### src/rtl/deq_pkg.sv
// Shared types, sizes and helpers for the double-ended queue core.
// Depends on nothing; imported by double_ended_queue_core.
package deq_pkg;

	localparam int DEPTH     = 16;
	localparam int WORD_BITS = 32;

	localparam int PTR_W  = $clog2(DEPTH);
	localparam int CNT_W  = $clog2(DEPTH + 1);
	localparam int MODE_W = 3;
	localparam int VAL_W  = 32;
	localparam int OUT_W  = 32;
	localparam int STAT_W = 2;
	localparam int OCC_W  = 5;

	typedef enum logic [MODE_W-1:0] {
		MODE_PUSH_BACK  = 3'd0,
		MODE_POP_BACK   = 3'd1,
		MODE_PUSH_FRONT = 3'd2,
		MODE_POP_FRONT  = 3'd3,
		MODE_LIST       = 3'd4
	} mode_t;

	typedef enum logic [STAT_W-1:0] {
		STAT_OK    = 2'd0,
		STAT_EMPTY = 2'd1,
		STAT_FULL  = 2'd2
	} status_t;

	typedef enum logic [1:0] {
		ST_IDLE,
		ST_POP,
		ST_LIST
	} state_t;

	// (base + off) mod DEPTH; base < DEPTH and off <= DEPTH
	function automatic logic [PTR_W-1:0] wrap_add(input logic [PTR_W-1:0] base,
			input logic [CNT_W-1:0] off);
		logic [CNT_W:0] sum;
		sum = (CNT_W+1)'(base) + (CNT_W+1)'(off);
		if (sum >= (CNT_W+1)'(DEPTH)) begin
			sum = sum - (CNT_W+1)'(DEPTH);
		end
		return sum[PTR_W-1:0];
	endfunction

	// stored word, sign extended (or truncated) to the result width
	function automatic logic signed [OUT_W-1:0] word_ext(input logic [WORD_BITS-1:0] w);
		logic signed [WORD_BITS-1:0] sw;
		sw = $signed(w);
		return OUT_W'(sw);
	endfunction

endpackage

### src/rtl/double_ended_queue_core.sv
// Double-ended queue core: ring buffer in one synchronous memory plus control.
// Depends on deq_pkg (sizes, mode/status codes, wrap and sign-extend helpers).
//
// Bounded deque of DEPTH words kept in a ring buffer (front pointer + count).
// A request is taken when start is high and busy is low. Every request gives
// one result, except a listing of a nonempty store, which gives one result per
// stored word from front to back with last set on the final one. Results show
// on word/status/occupancy/last for exactly one cycle, marked by strobe; the
// receiver cannot stall them, so it must take each one as it appears. Pushes,
// rejected requests (full push, empty pop or list) and unknown modes leave
// busy low, so the next request may follow in the very next cycle; the
// result appears the cycle after the request. A pop raises busy while its
// word is read through the registered read port of the slot memory. A
// listing keeps busy high until its final word and emits one word per cycle,
// since the memory has a single read port. Pushes into a full store are dropped
// with status full; pops and listings on an empty store return status empty.
// The slot memory has no reset and needs no clearing pass: only slots that
// hold a stored word are ever read.
module double_ended_queue_core (
	input  logic                                  clk,
	input  logic                                  arst_n,
	input  logic                                  start,
	output logic                                  busy,
	input  logic [deq_pkg::MODE_W-1:0]            mode,
	input  logic signed [deq_pkg::VAL_W-1:0]      value,
	output logic                                  strobe,
	output logic signed [deq_pkg::OUT_W-1:0]      word,
	output logic [deq_pkg::STAT_W-1:0]            status,
	output logic [deq_pkg::OCC_W-1:0]             occupancy,
	output logic                                  last
);
	import deq_pkg::*;

	// slot memory: one write and one registered read port
	logic [WORD_BITS-1:0] mem [DEPTH];
	logic [WORD_BITS-1:0] rd_data_q;

	// control state
	state_t           state_q, state_d;
	logic [PTR_W-1:0] front_q, front_d;
	logic [CNT_W-1:0] count_q, count_d;
	logic [PTR_W-1:0] idx_q, idx_d;     // listing position being emitted

	// result register
	logic                    strobe_q;
	logic signed [OUT_W-1:0] word_q;
	status_t                 status_q;
	logic [OCC_W-1:0]        occ_q;
	logic                    last_q;

	// combinational controls
	logic                    acc;
	logic                    full, empty, list_end;
	logic                    wr_en, rd_en;
	logic [PTR_W-1:0]        wr_addr, rd_addr;
	logic                    out_ld;
	logic signed [OUT_W-1:0] out_word_d;
	status_t                 out_status_d;
	logic                    out_last_d;

	assign busy     = (state_q != ST_IDLE);
	assign acc      = start && !busy;
	assign full     = (count_q == CNT_W'(DEPTH));
	assign empty    = (count_q == '0);
	assign list_end = (CNT_W'(idx_q) == count_q - CNT_W'(1));

	always_ff @(posedge clk or negedge arst_n) begin
		if (!arst_n) begin
			state_q  <= ST_IDLE;
			front_q  <= '0;
			count_q  <= '0;
			idx_q    <= '0;
			strobe_q <= 1'b0;
		end else begin
			state_q  <= state_d;
			front_q  <= front_d;
			count_q  <= count_d;
			idx_q    <= idx_d;
			strobe_q <= out_ld;
		end
	end

	// result payload, no reset needed
	always_ff @(posedge clk) begin
		if (out_ld) begin
			word_q   <= out_word_d;
			status_q <= out_status_d;
			occ_q    <= OCC_W'(count_d);
			last_q   <= out_last_d;
		end
	end

	// Writes only happen on an accepted push in idle; reads happen on an
	// accepted pop/list or while listing. They never share an edge, and a
	// read at a later edge sees any earlier write, so no forwarding is needed.
	always_ff @(posedge clk) begin
		if (wr_en) begin
			mem[wr_addr] <= WORD_BITS'($unsigned(value));
		end
		if (rd_en) begin
			rd_data_q <= mem[rd_addr];
		end
	end

	always_comb begin
		state_d      = state_q;
		front_d      = front_q;
		count_d      = count_q;
		idx_d        = idx_q;
		wr_en        = 1'b0;
		wr_addr      = '0;
		rd_en        = 1'b0;
		rd_addr      = '0;
		out_ld       = 1'b0;
		out_word_d   = '0;
		out_status_d = STAT_OK;
		out_last_d   = 1'b1;

		case (state_q)
			ST_IDLE: begin
				if (acc) begin
					case (mode)
						MODE_PUSH_BACK, MODE_PUSH_FRONT: begin
							out_ld = 1'b1;
							if (full) begin
								out_status_d = STAT_FULL;
							end else begin
								wr_en   = 1'b1;
								count_d = count_q + CNT_W'(1);
								if (mode == MODE_PUSH_BACK) begin
									wr_addr = wrap_add(front_q, count_q);
								end else begin
									// step front back by one, wrapping
									front_d = wrap_add(front_q, CNT_W'(DEPTH - 1));
									wr_addr = front_d;
								end
							end
						end
						MODE_POP_BACK, MODE_POP_FRONT: begin
							if (empty) begin
								out_ld       = 1'b1;
								out_status_d = STAT_EMPTY;
							end else begin
								rd_en   = 1'b1;
								count_d = count_q - CNT_W'(1);
								state_d = ST_POP;
								if (mode == MODE_POP_BACK) begin
									rd_addr = wrap_add(front_q, count_q - CNT_W'(1));
								end else begin
									rd_addr = front_q;
									front_d = wrap_add(front_q, CNT_W'(1));
								end
							end
						end
						MODE_LIST: begin
							if (empty) begin
								out_ld       = 1'b1;
								out_status_d = STAT_EMPTY;
							end else begin
								rd_en   = 1'b1;
								rd_addr = front_q;
								idx_d   = '0;
								state_d = ST_LIST;
							end
						end
						default: begin
							out_ld = 1'b1;
						end
					endcase
				end
			end
			ST_POP: begin
				// popped word is in the read register now
				out_ld     = 1'b1;
				out_word_d = word_ext(rd_data_q);
				state_d    = ST_IDLE;
			end
			ST_LIST: begin
				out_ld     = 1'b1;
				out_word_d = word_ext(rd_data_q);
				out_last_d = list_end;
				if (list_end) begin
					state_d = ST_IDLE;
				end else begin
					// fetch the next word while this one goes out
					rd_en   = 1'b1;
					rd_addr = wrap_add(front_q, CNT_W'(idx_q) + CNT_W'(1));
					idx_d   = idx_q + PTR_W'(1);
				end
			end
			default: begin
				state_d = ST_IDLE;
			end
		endcase
	end

	assign strobe    = strobe_q;
	assign word      = word_q;
	assign status    = status_q;
	assign occupancy = occ_q;
	assign last      = last_q;

	// a pop on a nonempty store yields its result via ST_POP and the result register
	assert property (@(posedge clk) disable iff (!arst_n)
		acc && !empty && (mode == MODE_POP_BACK || mode == MODE_POP_FRONT)
		|-> ##2 strobe)
		else $error("pop result did not appear two cycles after request");

	// an accepted push into a non-full store grows the count by one
	assert property (@(posedge clk) disable iff (!arst_n)
		acc && !full && (mode == MODE_PUSH_BACK || mode == MODE_PUSH_FRONT)
		|=> count_q == $past(count_q) + CNT_W'(1))
		else $error("push did not advance the count");

	// memory is written only from idle, never during a pop or listing
	assert property (@(posedge clk) disable iff (!arst_n)
		wr_en |-> state_q == ST_IDLE && !rd_en)
		else $error("slot write overlaps a read sequence");

	// the final word of a listing returns control to idle with last set
	assert property (@(posedge clk) disable iff (!arst_n)
		state_q == ST_LIST && list_end |=> state_q == ST_IDLE && strobe && last)
		else $error("listing did not end cleanly");

endmodule

### config.mk
export PLATFORM = sky130hd
export DESIGN_NAME = double_ended_queue_core
export DESIGN_NICKNAME = d
export VERILOG_FILES = /design/src/rtl/deq_pkg.sv /design/src/rtl/double_ended_queue_core.sv
export SDC_FILE = /design/constraint.sdc
export NUM_CORES = 1
export LEC_CHECK = 0
export BUFFER_PORTS_ARGS = -buffer_cell sky130_fd_sc_hd__buf_4
export CAP_MARGIN = 20
export CORE_MARGIN = 1
export CORE_UTILIZATION = 66
export DETAILED_ROUTE_END_ITERATION = 6
export MAX_ROUTING_LAYER = met4
export PLACE_DENSITY_LB_ADDON = 0.05
export SYNTH_ARGS = -nofsm -noshare
export SYNTH_HDL_FRONTEND = slang
export SYNTH_SLANG_ARGS = --single-unit
### constraint.sdc
create_clock -name clk -period 8.9 [get_ports clk]
set_input_delay 0.445 -clock clk [delete_from_list [all_inputs] [get_ports clk]]
set_output_delay 0.445 -clock clk [all_outputs]
set_load 0.05 [all_outputs]
==> flow_metrics.env <==
export IMPL_drt_iter0_drc=1511
export IMPL_synthMuxAreaShare_pct=1.51
export IMPL_remaining_drc_errors=10
export IMPL_start_util_pct=67.2
export IMPL_crit_fanout=202
export IMPL_numPortBuffers=79
export IMPL_power_density_nw_per_um2=289
export IMPL_synth_most_common_cell="edfxtp_1"
export IMPL_fillers=2130
export IMPL_status="finished, violations left"
export IMPL_ys_warn_count=0
export IMPL_period_share_pct=48.7
export IMPL_synth_top_area_share_pct=73.2
export IMPL_post_route_min_period_ns=4.34
export IMPL_hold_depth=1
export IMPL_min_path_type="in2reg"
export IMPL_crit_slowest_cell="buf_12"
export IMPL_synth_area_leaders="edfxtp_1 (73%), nand2_1 (7.3%), nand3_1 (4.1%)"
export IMPL_setup_worst_path_start="count_q[0]"
export IMPL_reg2reg_to="rd_data_q[11]"
export IMPL_clk_pin_slew_ns=0.06
export IMPL_violations="design-rule violations"
export IMPL_max_stage_delay_ns=0.72
export IMPL_path_class="reg2reg"
export IMPL_min_delay_start="value[0]"
export IMPL_die_w_um=193
export IMPL_hpwlAfterDp_mm=25.7
export IMPL_avgSynthCellArea_um2=13.7
export IMPL_cp_required_ns=9.21
export IMPL_cts_max_path_buffers=3
export IMPL_cts_buffers_inserted=57
export IMPL_fp_dieH_um=193
export IMPL_fp_dieArea_um2=37100
export IMPL_cp_arrival_ns=4.65
export IMPL_rsz0062_at_grt="no"
export IMPL_end_kind="register"
export IMPL_area_delta_synth_final_pct=12.0
export IMPL_worstSetupStartpointType="register"
export IMPL_synth_fp_nets=1809
export IMPL_hold_viol_final=0
export IMPL_drive_gt1_share_pct=11.8
export IMPL_dp_cells=2217
export IMPL_wl_per_cell_um=23.0
export IMPL_final_antenna_net_count=0
export IMPL_whs_ns=0.139
export IMPL_nets=1874
export IMPL_synth_compound_area_share_pct=3.75
export IMPL_seqCellArea_um2=17900
export IMPL_cts_root_buf="clkbuf_16"
export IMPL_synth_edff_count=584
export IMPL_dr_pass1_iters=7
export IMPL_multi_input_area_um2=5620
export IMPL_grt_pass1_vias=13800
export IMPL_drv_slew=0
export IMPL_finalSetupViolCount=0
export IMPL_grt_pass1_wl_mm=80.3
export IMPL_gp_congestion=0.858
export IMPL_max_cap_violations=0
export IMPL_synth_cells=1751
export IMPL_synthTopCellsByCount="edfxtp_1 (584), nand2_1 (464), nand3_1 (197)"
export IMPL_fin_setup_tns_ns=0
export IMPL_p_leak_nw=9.43
export IMPL_synth_seq_area_share_pct=74.8
export IMPL_postLayoutCoreUtil_pct=75.3
export IMPL_cts_setup_buffers=0
export IMPL_min_to="mem[15][0]"
export IMPL_cts_tree="built"
export IMPL_worst_pin_slew_ns=1.08
export IMPL_crit_chain="inv_1 > ha_1 > nor3b_2 > and3_1 > o2111a_2 > o21a_4 > buf_12 > mux2i_1 > a32oi_1 > nand4_1 > o21ai_1"
export IMPL_rows=69
export IMPL_wl_mm=53.6
export IMPL_ctsResizeCount=0
export IMPL_antenna_found_initial=2
export IMPL_holdBufCountCts=1
export IMPL_timing_fmax_mhz=231
export IMPL_dpl_cell_area_um2=25000
export IMPL_grt_remaining_overflow=0
export IMPL_dr_total_vias=14400
export IMPL_grt_max_degree=222
export IMPL_skew_ns=0.0215
export IMPL_worst_r2r_setup_slack_ns=4.56
export IMPL_relSlewSlack_pct=28.1
export IMPL_layout_cells_non_filler=2325
export IMPL_synthSimpleGateAreaFrac_pct=15.6
export IMPL_pin_count=80
export IMPL_viasPerCell=6.19
export IMPL_cp_top_family="compound AO/OA/AOI/OAI gates"
export IMPL_ys_seq_elements=600
export IMPL_cts_htree_levels=2
export IMPL_synthAdderAreaFrac_pct=1.14
export IMPL_netlist_area_um2=24000
export IMPL_synthFlopType="edfxtp_1"
export IMPL_synth_distinct_cells=63
export IMPL_grtUsageTotal_pct=30.6
export IMPL_worstSkewPairLatency_ns=0.61
export IMPL_synth_top_family_by_area="simple AND/OR/NAND/NOR gates"
export IMPL_yosys_area_top_type="edfxtp_1"
export IMPL_ir_drop_v=0.000209
export IMPL_r2r_start="count_q[0]"
export IMPL_postLayoutCellArea_um2=26800
export IMPL_synth_async_reset_ratio_pct=2.67
export IMPL_synth_xor_area_share_pct=0.731
export IMPL_cp_num_buf_inv=2
export IMPL_core_region_area_um2=35700
export IMPL_clock_sinks=600
export IMPL_r2r_cells=11
per-stage QoR:
step / setup slack (ns) / power [W]
2_1_floorplan: 4.80 / 0.00488
3_3_place_gp: 4.85 / 0.00541
3_5_place_dp: 4.70 / 0.00545
4_1_cts: 4.68 / 0.00777
5_1_grt: 4.28 / 0.00804
6_report: 4.56 / 0.00775
kinds of logic after synthesis:
logic type / Yosys count
adders and majority gates: 20
muxes: 36
xor gates and xnor gates: 20
DFF: 600
buffers and inverters: 118
and+or+nand+nor: 829
AOI/OAI and AO/OA: 128
power breakdown:
part	switching [W]	internal [W]	total (W)
sequential	0.000120	0.00340	0.00352
combinational	0.00132	0.000559	0.00188
clock	0.000996	0.00134	0.00234
total	0.00244	0.00531	0.00775
worst register-to-register path, stage by stage, from the launching register on:
cell      delay, ns
dfrtp_1        0.45
inv_1          0.15
ha_1           0.36
nor3b_2        0.33
and3_1         0.22
o2111a_2       0.34
o21a_4         0.63
buf_12         0.73
mux2i_1        0.53
a32oi_1        0.08
nand4_1        0.14
o21ai_1        0.08
cell type report:
class / instances / area share [%]
tap: 461 / 2.15
clock inverter: 29 / 0.900
inverter: 15 / 0.210
antenna: 1 / 0.00932
sequential: 600 / 66.8
multi-input combinational: 1033 / 20.9
timing repair buffer: 109 / 3.15
clock buffer: 77 / 5.83
sequential cells by signal (all words and copies together) (netlist names):
signal,cells
mem,512
rd_data_q,32
word,32
count_q,5
occupancy,5
front_q,4
idx_q,4
state_q,2
status,2
last,1
strobe,1
cells in the final DEF (no fill, tap or decap), drive strengths merged, types with 6 or more instances in the layout:
| master | count |
|---|---|
| buf | 108 |
| a32oi | 34 |
| clkinv | 23 |
| nand3 | 198 |
| nor2 | 29 |
| and2 | 35 |
| xnor2 | 10 |
| inv | 17 |
| edfxtp | 584 |
| mux2i | 35 |
| dfrtp | 16 |
| nand4 | 66 |
| a21oi | 14 |
| xor2 | 10 |
| o21ai | 44 |
| ha | 17 |
| nor3 | 11 |
| clkbuf | 77 |
| nand2 | 464 |
| and3 | 6 |
layer usage:
metal,GRT usage [%],up-vias,share of wire (%)
li1,-,6573,-
met1,43.0,7091,41
met2,46.8,652,48
met3,3.96,81,8.1
met4,11.1,0,2.3
met5,-,-,0
worst max path at each step:
stage	slack (ns)	endpoint	cells past startpoint
finish	4.56	rd_data_q[11]	11
global route	4.28	rd_data_q[11]	11
CTS	4.68	rd_data_q[19]	11
detailed placement	4.70	rd_data_q[19]	11
global placement	4.85	rd_data_q[16]	11
floorplan	4.80	rd_data_q[0]	6
Note: power is estimated with default switching activity, not from simulation.
